==> config.mk <==
export PLATFORM = sky130hd
export DESIGN_NAME = multiturn_encoder_unwrap_rate_avg_core
export DESIGN_NICKNAME = d
export VERILOG_FILES = /design/src/hw/rtl/mtenc_pkg.sv /design/src/hw/rtl/multiturn_encoder_unwrap_rate_avg_core.sv /design/src/hw/rtl/mtenc_ring.sv /design/src/hw/rtl/mtenc_unwrap.sv /design/src/hw/rtl/mtenc_scale.sv
export SDC_FILE = /design/constraint.sdc
export NUM_CORES = 2
export LEC_CHECK = 0
export ABC_AREA = 1
export BUFFER_PORTS_ARGS = -buffer_cell sky130_fd_sc_hd__buf_4
export CAP_MARGIN = 40
export CORE_ASPECT_RATIO = 0.5
export CORE_MARGIN = 2
export CORE_UTILIZATION = 50
export CTS_CLUSTER_SIZE = 28
export DETAILED_ROUTE_END_ITERATION = 7
export PLACE_DENSITY = 0.63
export SKIP_CTS_REPAIR_TIMING = 1
export SYNTH_ARGS = -nofsm -noshare
export SYNTH_HDL_FRONTEND = slang
export SYNTH_SLANG_ARGS = --single-unit
==> constraint.sdc <==
create_clock -name clk_i -period 22.1 [get_ports clk_i]
set_clock_uncertainty 0.15 [all_clocks]
set_input_delay 2.21 -clock clk_i [delete_from_list [all_inputs] [get_ports clk_i]]
set_output_delay 2.21 -clock clk_i [all_outputs]
set_load 0.05 [all_outputs]
==> src/hw/rtl/mtenc_pkg.sv <==
// Shared types and constants for the multiturn encoder unwrapper.
// Used by every module in hw/rtl; has no dependencies of its own.
package mtenc_pkg;

  // Ring depth is a power of two so that the average is a shift.
  localparam int RING_LOG2  = 3;
  localparam int RING_DEPTH = 1 << RING_LOG2;

  localparam int READ_W  = 13;
  localparam int DIFF_W  = READ_W + 2;
  localparam int RATE_W  = 14;
  localparam int SUM_W   = RATE_W + RING_LOG2;
  localparam int TURN_W  = 24;
  localparam int COUNT_W = TURN_W + READ_W;
  localparam int REL_W   = COUNT_W + 1;
  localparam int SCALE_W = 16;
  localparam int PROD_W  = REL_W + SCALE_W + 1;
  localparam int ANGLE_W = 64;

  localparam int HALF_REV = 4096;
  localparam int FULL_REV = 8192;
  localparam int TURN_MAX = 8388607;

  localparam logic [SCALE_W-1:0] SCALE_RST = SCALE_W'(80);

  localparam logic signed [DIFF_W-1:0] HALF_POS = DIFF_W'(HALF_REV);
  localparam logic signed [DIFF_W-1:0] HALF_NEG = DIFF_W'(-HALF_REV);
  localparam logic signed [DIFF_W-1:0] FULL_D   = DIFF_W'(FULL_REV);
  localparam logic signed [TURN_W-1:0] TURN_POS = TURN_W'(TURN_MAX);
  localparam logic signed [TURN_W-1:0] TURN_NEG = TURN_W'(-TURN_MAX);

  typedef enum logic {
    CMD_CAPTURE = 1'b0,
    CMD_SAMPLE  = 1'b1
  } cmd_e;

  typedef logic [RING_LOG2-1:0] slot_t;

  // Pipeline control from the top level.
  typedef struct packed {
    logic adv;   // all stages move
    logic load;  // a word enters stage 1
    logic busy;  // stage 1 holds a word
  } pipe_ctl_t;

  typedef struct packed {
    logic              re;
    slot_t             addr;
  } ring_rd_t;

  typedef struct packed {
    logic              we;
    slot_t             addr;
    logic [RATE_W-1:0] data;
  } ring_wr_t;

endpackage

==> src/hw/rtl/multiturn_encoder_unwrap_rate_avg_core.sv <==
// Top level of the multiturn encoder unwrapper with rate average.
// Instantiates mtenc_ring, mtenc_unwrap and mtenc_scale; uses mtenc_pkg.
//
//   channel  direction  handshake               payload
//   in       input      in_valid_i / in_stall_o  command_i, raw_angle_i
//   out      output     out_valid_o / out_stall_i
//                         continuous_count_o, angle_q16_o, step_rate_o,
//                         average_rate_o, turns_o
//   cfg      input      cfg_we_i                cfg_wdata_i (angle_scale)
//
// One word per cycle while the output word is not stalled; each word passes
// through the ring read, unwrap and ring write-back, then the angle multiply.
// The ring read for the next word goes to the following slot while the
// current word writes its own, so back-to-back words never touch one entry.
// All stages hold while the output word is stalled; in_stall_o follows.
// Reset clears the state and the ring valid bits at once; no clearing pass.
module multiturn_encoder_unwrap_rate_avg_core (
  input  logic                                clk_i,
  input  logic                                rst_ni,
  input  logic                                in_valid_i,
  output logic                                in_stall_o,
  input  logic                                command_i,
  input  logic [mtenc_pkg::READ_W-1:0]        raw_angle_i,
  output logic                                out_valid_o,
  input  logic                                out_stall_i,
  output logic signed [mtenc_pkg::COUNT_W-1:0] continuous_count_o,
  output logic signed [mtenc_pkg::ANGLE_W-1:0] angle_q16_o,
  output logic signed [mtenc_pkg::RATE_W-1:0]  step_rate_o,
  output logic signed [mtenc_pkg::RATE_W-1:0]  average_rate_o,
  output logic signed [mtenc_pkg::TURN_W-1:0]  turns_o,
  input  logic                                cfg_we_i,
  input  logic [mtenc_pkg::SCALE_W-1:0]       cfg_wdata_i
);

  logic                         adv;
  logic                         acc;
  logic                         v1_q, v2_q, v3_q;
  mtenc_pkg::slot_t             ptr_q, ptr_d;
  logic [mtenc_pkg::SCALE_W-1:0] scale_q;
  mtenc_pkg::cmd_e              cmd;
  mtenc_pkg::pipe_ctl_t         ctl;
  mtenc_pkg::ring_rd_t          rd;
  mtenc_pkg::ring_wr_t          wr;
  logic [mtenc_pkg::RATE_W-1:0] old_rate;

  logic [mtenc_pkg::COUNT_W-1:0]      s2_count;
  logic signed [mtenc_pkg::REL_W-1:0] s2_rel;
  logic [mtenc_pkg::RATE_W-1:0]       s2_rate;
  logic [mtenc_pkg::RATE_W-1:0]       s2_avg;
  logic [mtenc_pkg::TURN_W-1:0]       s2_turns;
  logic [mtenc_pkg::COUNT_W-1:0]      o_count;
  logic [mtenc_pkg::ANGLE_W-1:0]      o_angle;
  logic [mtenc_pkg::RATE_W-1:0]       o_rate;
  logic [mtenc_pkg::RATE_W-1:0]       o_avg;
  logic [mtenc_pkg::TURN_W-1:0]       o_turns;

  assign adv        = !(v3_q && out_stall_i);
  assign in_stall_o = !adv;
  assign acc        = in_valid_i && adv;
  assign cmd        = mtenc_pkg::cmd_e'(command_i);

  assign ctl.adv  = adv;
  assign ctl.load = acc;
  assign ctl.busy = v1_q;

  assign rd.re   = acc;
  assign rd.addr = ptr_q;

  // advance the ring slot only on samples
  always_comb begin
    ptr_d = ptr_q;
    if (acc && cmd == mtenc_pkg::CMD_SAMPLE) begin
      ptr_d = (ptr_q == mtenc_pkg::slot_t'(mtenc_pkg::RING_DEPTH - 1))
            ? '0 : ptr_q + mtenc_pkg::slot_t'(1);
    end
  end

  always_ff @(posedge clk_i or negedge rst_ni) begin
    if (!rst_ni) begin
      v1_q    <= 1'b0;
      v2_q    <= 1'b0;
      v3_q    <= 1'b0;
      ptr_q   <= '0;
      scale_q <= mtenc_pkg::SCALE_RST;
    end else begin
      if (adv) begin
        v1_q <= acc;
        v2_q <= v1_q;
        v3_q <= v2_q;
      end
      ptr_q <= ptr_d;
      if (cfg_we_i) begin
        scale_q <= cfg_wdata_i;
      end
    end
  end

  mtenc_ring u_ring (
    .clk_i     (clk_i),
    .rst_ni    (rst_ni),
    .rd_i      (rd),
    .wr_i      (wr),
    .rd_data_o (old_rate)
  );

  mtenc_unwrap u_unwrap (
    .clk_i       (clk_i),
    .rst_ni      (rst_ni),
    .ctl_i       (ctl),
    .command_i   (cmd),
    .raw_angle_i (raw_angle_i),
    .slot_i      (ptr_q),
    .old_rate_i  (old_rate),
    .wr_o        (wr),
    .count_o     (s2_count),
    .rel_o       (s2_rel),
    .rate_o      (s2_rate),
    .avg_o       (s2_avg),
    .turns_o     (s2_turns)
  );

  mtenc_scale u_scale (
    .clk_i   (clk_i),
    .adv_i   (adv),
    .rel_i   (s2_rel),
    .scale_i (scale_q),
    .count_i (s2_count),
    .rate_i  (s2_rate),
    .avg_i   (s2_avg),
    .turns_i (s2_turns),
    .count_o (o_count),
    .angle_o (o_angle),
    .rate_o  (o_rate),
    .avg_o   (o_avg),
    .turns_o (o_turns)
  );

  assign out_valid_o        = v3_q;
  assign continuous_count_o = $signed(o_count);
  assign angle_q16_o        = $signed(o_angle);
  assign step_rate_o        = $signed(o_rate);
  assign average_rate_o     = $signed(o_avg);
  assign turns_o            = $signed(o_turns);

endmodule

==> src/hw/rtl/mtenc_ring.sv <==
// Rate ring storage: one write port, one registered read port.
// Entries read as zero until first written. Depends on mtenc_pkg.
module mtenc_ring (
  input  logic                             clk_i,
  input  logic                             rst_ni,
  input  mtenc_pkg::ring_rd_t              rd_i,
  input  mtenc_pkg::ring_wr_t              wr_i,
  output logic [mtenc_pkg::RATE_W-1:0]     rd_data_o
);

  logic [mtenc_pkg::RATE_W-1:0]     mem_q [mtenc_pkg::RING_DEPTH];
  logic [mtenc_pkg::RING_DEPTH-1:0] vld_q;
  logic [mtenc_pkg::RATE_W-1:0]     rd_data_q;
  logic                             rd_vld_q;

  always_ff @(posedge clk_i) begin
    if (wr_i.we) begin
      mem_q[wr_i.addr] <= wr_i.data;
    end
    if (rd_i.re) begin
      rd_data_q <= mem_q[rd_i.addr];
    end
  end

  always_ff @(posedge clk_i or negedge rst_ni) begin
    if (!rst_ni) begin
      vld_q    <= '0;
      rd_vld_q <= 1'b0;
    end else begin
      if (wr_i.we) begin
        vld_q[wr_i.addr] <= 1'b1;
      end
      if (rd_i.re) begin
        rd_vld_q <= vld_q[rd_i.addr];
      end
    end
  end

  assign rd_data_o = rd_vld_q ? rd_data_q : '0;

endmodule

==> src/hw/rtl/mtenc_unwrap.sv <==
// Unwrap stage: holds last reading, bias, turn count and rate sum, and
// writes each new rate back to the ring. Depends on mtenc_pkg.
module mtenc_unwrap (
  input  logic                                   clk_i,
  input  logic                                   rst_ni,
  input  mtenc_pkg::pipe_ctl_t                   ctl_i,
  input  mtenc_pkg::cmd_e                        command_i,
  input  logic [mtenc_pkg::READ_W-1:0]           raw_angle_i,
  input  mtenc_pkg::slot_t                       slot_i,
  input  logic [mtenc_pkg::RATE_W-1:0]           old_rate_i,
  output mtenc_pkg::ring_wr_t                    wr_o,
  output logic [mtenc_pkg::COUNT_W-1:0]          count_o,
  output logic signed [mtenc_pkg::REL_W-1:0]     rel_o,
  output logic [mtenc_pkg::RATE_W-1:0]           rate_o,
  output logic [mtenc_pkg::RATE_W-1:0]           avg_o,
  output logic [mtenc_pkg::TURN_W-1:0]           turns_o
);

  // stage 1 word
  mtenc_pkg::cmd_e                  cmd_q;
  logic [mtenc_pkg::READ_W-1:0]     read_q;
  mtenc_pkg::slot_t                 slot_q;

  // unwrap state
  logic [mtenc_pkg::READ_W-1:0]        last_q, last_d;
  logic [mtenc_pkg::READ_W-1:0]        bias_q, bias_d;
  logic signed [mtenc_pkg::TURN_W-1:0] turns_q, turns_d;
  logic signed [mtenc_pkg::SUM_W-1:0]  sum_q, sum_d;

  // stage 2 word
  logic [mtenc_pkg::COUNT_W-1:0]       count_q;
  logic signed [mtenc_pkg::REL_W-1:0]  rel_q;
  logic [mtenc_pkg::RATE_W-1:0]        rate_q;
  logic [mtenc_pkg::RATE_W-1:0]        avg_q;
  logic [mtenc_pkg::TURN_W-1:0]        turn_out_q;

  logic                                is_sample;
  logic signed [mtenc_pkg::DIFF_W-1:0] diff;
  logic signed [mtenc_pkg::DIFF_W-1:0] rate_wide;
  logic [mtenc_pkg::RATE_W-1:0]        rate;
  logic signed [mtenc_pkg::SUM_W-1:0]  sum_new;
  logic signed [mtenc_pkg::SUM_W-1:0]  sum_adj;
  logic signed [mtenc_pkg::SUM_W-1:0]  avg_full;
  logic [mtenc_pkg::COUNT_W-1:0]       count;
  logic signed [mtenc_pkg::REL_W-1:0]  rel;
  logic                                step;

  always_ff @(posedge clk_i) begin
    if (ctl_i.load) begin
      cmd_q  <= command_i;
      read_q <= raw_angle_i;
      slot_q <= slot_i;
    end
  end

  always_comb begin
    is_sample = (cmd_q == mtenc_pkg::CMD_SAMPLE);
    diff = $signed({2'b00, read_q}) - $signed({2'b00, last_q});

    turns_d = turns_q;
    if (diff < mtenc_pkg::HALF_NEG) begin
      rate_wide = diff + mtenc_pkg::FULL_D;
      if (is_sample && turns_q != mtenc_pkg::TURN_POS) begin
        turns_d = turns_q + mtenc_pkg::TURN_W'(1);
      end
    end else if (diff > mtenc_pkg::HALF_POS) begin
      rate_wide = diff - mtenc_pkg::FULL_D;
      if (is_sample && turns_q != mtenc_pkg::TURN_NEG) begin
        turns_d = turns_q - mtenc_pkg::TURN_W'(1);
      end
    end else begin
      rate_wide = diff;
    end
    rate = rate_wide[mtenc_pkg::RATE_W-1:0];

    // drop the oldest rate, add the new one
    sum_new = sum_q
            - $signed({{(mtenc_pkg::SUM_W-mtenc_pkg::RATE_W){old_rate_i[mtenc_pkg::RATE_W-1]}},
                       old_rate_i})
            + $signed({{(mtenc_pkg::SUM_W-mtenc_pkg::RATE_W){rate[mtenc_pkg::RATE_W-1]}},
                       rate});

    last_d = read_q;
    bias_d = is_sample ? bias_q : read_q;
    sum_d  = is_sample ? sum_new : sum_q;

    // truncate toward zero: bias negative sums before the shift
    sum_adj  = sum_d + (sum_d[mtenc_pkg::SUM_W-1]
                        ? mtenc_pkg::SUM_W'(mtenc_pkg::RING_DEPTH - 1)
                        : '0);
    avg_full = sum_adj >>> mtenc_pkg::RING_LOG2;

    count = {turns_d, read_q};
    rel   = $signed({count[mtenc_pkg::COUNT_W-1], count})
          - $signed({{(mtenc_pkg::REL_W-mtenc_pkg::READ_W){1'b0}}, bias_d});
  end

  assign step = ctl_i.adv && ctl_i.busy;

  always_ff @(posedge clk_i or negedge rst_ni) begin
    if (!rst_ni) begin
      last_q  <= '0;
      bias_q  <= '0;
      turns_q <= '0;
      sum_q   <= '0;
    end else if (step) begin
      last_q  <= last_d;
      bias_q  <= bias_d;
      turns_q <= turns_d;
      sum_q   <= sum_d;
    end
  end

  always_ff @(posedge clk_i) begin
    if (ctl_i.adv) begin
      count_q    <= count;
      rel_q      <= rel;
      rate_q     <= is_sample ? rate : '0;
      avg_q      <= avg_full[mtenc_pkg::RATE_W-1:0];
      turn_out_q <= turns_d;
    end
  end

  assign wr_o.we   = step && is_sample;
  assign wr_o.addr = slot_q;
  assign wr_o.data = rate;

  assign count_o = count_q;
  assign rel_o   = rel_q;
  assign rate_o  = rate_q;
  assign avg_o   = avg_q;
  assign turns_o = turn_out_q;

endmodule

==> src/hw/rtl/mtenc_scale.sv <==
// Angle stage: multiplies the relative count by the Q16 scale and holds
// the finished result word. Depends on mtenc_pkg.
module mtenc_scale (
  input  logic                                 clk_i,
  input  logic                                 adv_i,
  input  logic signed [mtenc_pkg::REL_W-1:0]   rel_i,
  input  logic [mtenc_pkg::SCALE_W-1:0]        scale_i,
  input  logic [mtenc_pkg::COUNT_W-1:0]        count_i,
  input  logic [mtenc_pkg::RATE_W-1:0]         rate_i,
  input  logic [mtenc_pkg::RATE_W-1:0]         avg_i,
  input  logic [mtenc_pkg::TURN_W-1:0]         turns_i,
  output logic [mtenc_pkg::COUNT_W-1:0]        count_o,
  output logic [mtenc_pkg::ANGLE_W-1:0]        angle_o,
  output logic [mtenc_pkg::RATE_W-1:0]         rate_o,
  output logic [mtenc_pkg::RATE_W-1:0]         avg_o,
  output logic [mtenc_pkg::TURN_W-1:0]         turns_o
);

  logic signed [mtenc_pkg::PROD_W-1:0] rel_ext;
  logic signed [mtenc_pkg::PROD_W-1:0] scale_ext;
  logic signed [mtenc_pkg::PROD_W-1:0] prod;
  logic [mtenc_pkg::COUNT_W-1:0]       count_q;
  logic signed [mtenc_pkg::PROD_W-1:0] prod_q;
  logic [mtenc_pkg::RATE_W-1:0]        rate_q;
  logic [mtenc_pkg::RATE_W-1:0]        avg_q;
  logic [mtenc_pkg::TURN_W-1:0]        turns_q;

  assign rel_ext   = {{(mtenc_pkg::PROD_W-mtenc_pkg::REL_W){rel_i[mtenc_pkg::REL_W-1]}},
                      rel_i};
  assign scale_ext = {{(mtenc_pkg::PROD_W-mtenc_pkg::SCALE_W){1'b0}}, scale_i};
  assign prod      = rel_ext * scale_ext;

  always_ff @(posedge clk_i) begin
    if (adv_i) begin
      count_q <= count_i;
      prod_q  <= prod;
      rate_q  <= rate_i;
      avg_q   <= avg_i;
      turns_q <= turns_i;
    end
  end

  assign count_o = count_q;
  assign angle_o = {{(mtenc_pkg::ANGLE_W-mtenc_pkg::PROD_W){prod_q[mtenc_pkg::PROD_W-1]}},
                    prod_q};
  assign rate_o  = rate_q;
  assign avg_o   = avg_q;
  assign turns_o = turns_q;

endmodule

## Yosys cells after proc, flatten, opt, wreduce, memory -nomap -nowiden

Memory sizes are Yosys's and may differ from the RTL's. A register that Yosys moved wholly into a read port is not among the register bits.
Index checks and enable logic that the tools add are counted.

| operators by class | value |
|---|---|
| add/subtract/negate cells | 10 |
| multipliers | 1 |
| order comparisons | 5 |
| equal/unequal tests | 3 |
| muxes and demuxes | 17 |
| bitwise gates (word level) | 1 |
| reductions and logical operators | 9 |

Operator list:

| operator | count |
|---|---|
| $mux W24 | 4 |
| $mul A38 B17 Y55 | 1 |
| $ne A24 B24 Y1 const B | 2 |
| $mux W14 | 3 |
| $sub A37 B14 Y38 | 1 |
| $add A24 B2 Y24 const B | 1 |
| $sub A24 B2 Y24 const B | 1 |
| $add A17 B14 Y17 | 1 |
| $add A17 B17 Y17 | 1 |
| $mux W17 | 1 |
| $sub A17 B14 Y17 | 1 |
| $add A14 B14 Y14 const B | 1 |
| $gt A14 B14 Y1 const B | 1 |
| $lt A14 B13 Y1 const B | 1 |
| $sub A13 B13 Y14 | 1 |
| $sub A14 B14 Y14 const B | 1 |
| $mux W13 | 1 |
| $logic_and A1 B1 Y1 | 8 |
| $lt A3 B4 Y1 const B | 2 |
| $or A8 B8 Y8 | 1 |
| $mux W3 | 2 |
| $mux W1 | 4 |
| $add A3 B1 Y3 const B | 1 |
| $bmux W1 S3 | 1 |
| 4 further kinds | 4 |

| word-level totals | value |
|---|---|
| bits in registers | 386 |
| RAM bits | 112 |
| bits of input ports | 35 |
| output and inout port bits | 155 |
| memories | 1 |

Memories:

| memory | depth | bits a word | read ports | clocked after Yosys merged registers in | write ports | RTL line | text |
|---|---|---|---|---|---|---|---|
| u_ring.mem_q | 8 | 14 | 1 | 1 | 1 | mtenc_ring.sv:11 | `logic [mtenc_pkg::RATE_W-1:0] mem_q [mtenc_pkg::RING_DEPTH];` |

## Longest topological paths before layout

| depth | value |
|---|---|
| word-level depth | 8 |
| depth in mapped cells | 31 |
| depth with buffers taken out | 31 |

## Cells and area by module

A second synthesis with hierarchy kept.

| second synthesis, totals | value |
|---|---|
| cell total of the unflattened synthesis | 5572 |
| area total of the unflattened synthesis | 46938.8 µm² |

By module, submodules not included:

| module | instances | cells an instance | area each (µm²) | seq. area each (µm²) |
|---|---|---|---|---|
| mtenc_scale | 1 | 3385 | 27533.9 | 4324.1 |
| mtenc_unwrap | 1 | 1653 | 13165.1 | 5280.1 |
| mtenc_ring | 1 | 436 | 5342.6 | 4008.8 |
| multiturn_encoder_unwrap_rate_avg_core | 1 | 98 | 897.1 | 553.0 |

## Worst setup path after synthesis

Ideal clock, no wire load.

| timing path | value |
|---|---|
| kind | input -> register |
| start point | input port out_stall_i |
| end point | memory u_ring.mem_q[1][0] (netlist bit) (enable) |
| library setup time | 0.384 ns |
| arrival time | 11.229 ns |
| slack | 10.336 ns |
| cell stages on the path | 8 |
| path buffers | 1 |
| cell sequence | nand2_1 inv_1 nor2_1 inv_2 nor2_1 inv_1 clkbuf_1 nor2_1 |

| between the ends | value |
|---|---|
| longest elaborated chain between the ends | 6 |

RTL lines:

| what | RTL line | text |
|---|---|---|
| start: declaration | multiturn_encoder_unwrap_rate_avg_core.sv:25 | `input logic out_stall_i,` |
| $logic_and A1 B1 Y1 | multiturn_encoder_unwrap_rate_avg_core.sv:57 | `assign adv = !(v3_q && out_stall_i);` |
| net in_stall_o | multiturn_encoder_unwrap_rate_avg_core.sv:21 | `output logic in_stall_o,` |
| $logic_not A1 Y1 | multiturn_encoder_unwrap_rate_avg_core.sv:57 |  |
| $logic_and A1 B1 Y1 | mtenc_unwrap.sv:98 | `assign step = ctl_i.adv && ctl_i.busy;` |
| $logic_and A1 B1 Y1 | mtenc_unwrap.sv:124 | `assign wr_o.we = step && is_sample;` |
| $mux W1 | mtenc_ring.sv:17 | `if (wr_i.we) begin` |
| $mux W1 (not written as such) | mtenc_ring.sv:18 | `mem_q[wr_i.addr] <= wr_i.data;` |
| end: declaration | mtenc_ring.sv:11 |  |

The timed path passes the listed nets, and every way through them passes these cells.

## Final worst setup path

| timing path | value |
|---|---|
| start point | register scale_q[4] (netlist bit) |
| end point | register u_scale.prod_q[43] (netlist bit) (data pin) |

| between the ends | value |
|---|---|
| longest elaborated chain between the ends | 1 |

RTL lines:

| what | RTL line | text |
|---|---|---|
| start: declaration | multiturn_encoder_unwrap_rate_avg_core.sv:39 | `logic [mtenc_pkg::SCALE_W-1:0] scale_q;` |
| start signal: assignment | multiturn_encoder_unwrap_rate_avg_core.sv:84 | `scale_q <= mtenc_pkg::SCALE_RST;` |
| start signal: assignment | multiturn_encoder_unwrap_rate_avg_core.sv:93 | `scale_q <= cfg_wdata_i;` |
| $mul A38 B17 Y55 | mtenc_scale.sv:31 | `assign prod = rel_ext * scale_ext;` |
| net u_scale.prod, one bit | mtenc_scale.sv:21 | `logic signed [mtenc_pkg::PROD_W-1:0] prod;` |
| end signal: assignment | mtenc_scale.sv:36 | `prod_q <= prod;` |
| end: declaration | mtenc_scale.sv:23 | `logic signed [mtenc_pkg::PROD_W-1:0] prod_q;` |

The timed path passes the listed nets, and every way through them passes these cells.
A chain may end at the register's enable or synchronous reset.

==> metrics <==
status completed; Overflow after GRT 0; Post-DRT Antenna Nets 0; critical path peak fanout 39; Reg clk slew, reported paths 0.06 ns; RePlAce Congestion 0.947; I/O pins 190; Site Rows 76; post-synthesis compound-gate area fraction 5.53%; main combinational cell family by area after synthesis adder cells; Skew-Pair Late Insertion Delay 0.62 ns; Finished Cell Area 47600 um^2; first-pass GRT wire length 182000 um; DR WL/cell 18.5 um; gr usage total 25.9%; hpwl dp 86800 um; initial core utilization 50.7%; slew margin rel. 33.3%; synthesis-to-finish area growth 8.76%; Die Area 90100 um^2; Post-Syn Instances 4934; nets@finish 5769; Slew Limit Fails 0; Die Wd 423 um; Req. time, crit path 22.36 ns; total number of vias 32000; Post-synth EDFFs 366; Final Routed Wirelength 114000 um; CTS max path bufs 3; core area 86400 um^2; HP Class flip-flop to flip-flop; final setup fails 0; antenna violations before repair 1; Yosys warnings 0; worst-margin pin slew 1.00 ns; Final period util 33.2%; library cells used by synthesis 57; crit start category flip-flop; CTS HTree Levels 2; final worst path period need 7.33 ns; Main synth FF type edfxtp_1; CTS Buf Count 45; RSZ-0062 raised after global routing false; Synth Area in Simple Gates 15.6%; Hold Vio Cnt, Final 0; clock sinks 464; die height 213 um; maximum clock rate 136 MHz; share of the synthesized area in the top cell type 27.0%; critical path class flip-flop to flip-flop; pin count of the biggest net entering global routing 76; Iter 0 DRT Violations 2411; post-synthesis mux area share 0.686%; #FFs+latches synth 464; placed cell area 46100 um^2; CP Capture Type flip-flop; setup TNS 0 ns; Synth Area in Adders 32.1%; top post-synthesis cells by area fa_1 (27%), edfxtp_1 (25%), nand2_1 (10%); CTS tree done; share of cells above drive strength 1 8.38%; cell taking the most area after synthesis fa_1; synthesized area 43800 um^2; Critical Path AT 7.59 ns; Post-Syn Nets 5738; Post-Syn Area per Cell 8.88 um^2; Async SR Flop Fraction 21.1%; Initial DRT Pass Iterations 5; Max Cap Viol 0; XOR/XNOR Fraction of Synth Area 2.86%; vias in the first global route 32900; DRC 0; Via density 5.18; clk root buf clkbuf_16; sequential share of the synthesized area 30.7%; IO Port Bufs 189
==> registers in the layout, indices dropped and copies added, names as in the netlist, 16 cells and up <==
| signal | flops |
|---|---|
| u_unwrap.sum_q | 17 |
| u_unwrap.turns_q | 24 |
| u_unwrap.rel_o | 38 |
| u_unwrap.turns_o | 24 |
| u_scale.turns_o | 24 |
| scale_q | 16 |
| u_ring.mem_q | 112 |
| u_scale.prod_q | 55 |
==> cells by family after synthesis <==
| kind of cell | Yosys count |
|---|---|
| simple gates | 1691 |
| buf+inv | 1403 |
| mux | 28 |
| xor+xnor | 143 |
| fa+ha+maj | 769 |
| compound gates | 436 |
| flops | 464 |
==> layer usage <==
metal  wire, um  track usage, %
met1      51300            36.5
met2      50500            40.7
met3       9160            5.51
met4       3420            7.56
met5          0               0
==> worst max-delay path, stage by stage, from the launching register on <==
cell	delay, ns
dfstp_2	1.17
nand2_1	0.18
fa_1	0.55
inv_1	0.06
fa_1	0.53
inv_1	0.05
fa_1	0.49
fa_1	0.52
fa_1	0.50
inv_1	0.05
fa_1	0.48
ha_1	0.48
nand2_1	0.14
nor2_1	0.24
inv_1	0.08
nor2_1	0.14
inv_1	0.06
o221ai_1	0.18
a41oi_1	0.13
o21ai_0	0.50
a21oi_1	0.15
xnor2_1	0.28
==> cell usage in the layout, fill, tap and decap left out, types with 6 or more instances in the layout <==
cell,n
a21oi_1,105
a31oi_1,44
buf_4,215
buf_8,9
clkbuf_1,10
clkbuf_16,45
clkbuf_8,6
clkinv_2,7
dfrtp_1,91
edfxtp_1,366
fa_1,591
ha_1,178
inv_1,1138
inv_2,12
mux2_2,16
mux2i_1,12
nand2_1,1182
nand2_2,22
nand3_1,105
nand4_1,23
nor2_1,277
nor2_2,22
nor3_1,20
nor4_1,10
o21a_1,6
o21ai_0,222
o21ai_1,7
o22ai_1,15
or2_2,8
xnor2_1,35
xor2_1,108
==> path summary, 6_finish.rpt <==
check                                            to  slack [ns]            startpoint  cells after the start
worst max-delay path             u_scale.prod_q[43]       14.77            scale_q[4]                     21
worst min-delay path            u_scale.turns_o[16]        0.27  u_unwrap.turns_o[16]                      0
worst max register to register   u_scale.prod_q[43]       14.77            scale_q[4]                     21
worst min register to register  u_scale.turns_o[16]        0.27  u_unwrap.turns_o[16]                      0
max in group asynchronous                  ptr_q[0]       19.19                rst_ni                      3
min in group asynchronous               scale_q[13]        1.46                rst_ni                      1
==> cell type report <==
cell class,count,area (um^2)
Antenna cell,1,2.50
Clock buffer,61,1250
Clock inverter,22,240
Fill cell,7797,38800
Inverter,1152,4330
Multi-Input combinational cell,3067,24900
Sequential cell,464,13500
Tap cell,1170,1460
Timing Repair Buffer,235,2000
==> synthesized netlist by cell type (12+ instances only) <==
library cell / instances
a31oi_1: 44
nand4_1: 23
nand2_1: 1183
mux2_2: 16
xnor2_1: 35
mux2i_1: 12
buf_2: 17
a21oi_1: 105
xor2_1: 108
o22ai_1: 15
nor2_2: 12
nand3_1: 105
fa_1: 591
buf_4: 38
dfrtp_1: 96
nand2_2: 22
clkbuf_1: 181
o21ai_0: 222
ha_1: 178
edfxtp_1: 366
inv_1: 1139
nor2_1: 287
nor3_1: 20
==> metrics by stage <==
stage	worst slack, ns	hold slack, ns	std cells	utilization (%)
final	14.77	0.268	6172	55.1
after global placement	14.95	0.251	6066	52.9
after CTS	14.84	0.268	6171	55.1
after global routing	14.46	0.273	6171	55.1
after detailed placement	14.86	0.255	6088	53.4
after floorplan	10.34	0.250	4934	-
Power is left out: the tool's default activity adds up to more than one toggle a clock period on the data nets, which glitch-free logic cannot reach.
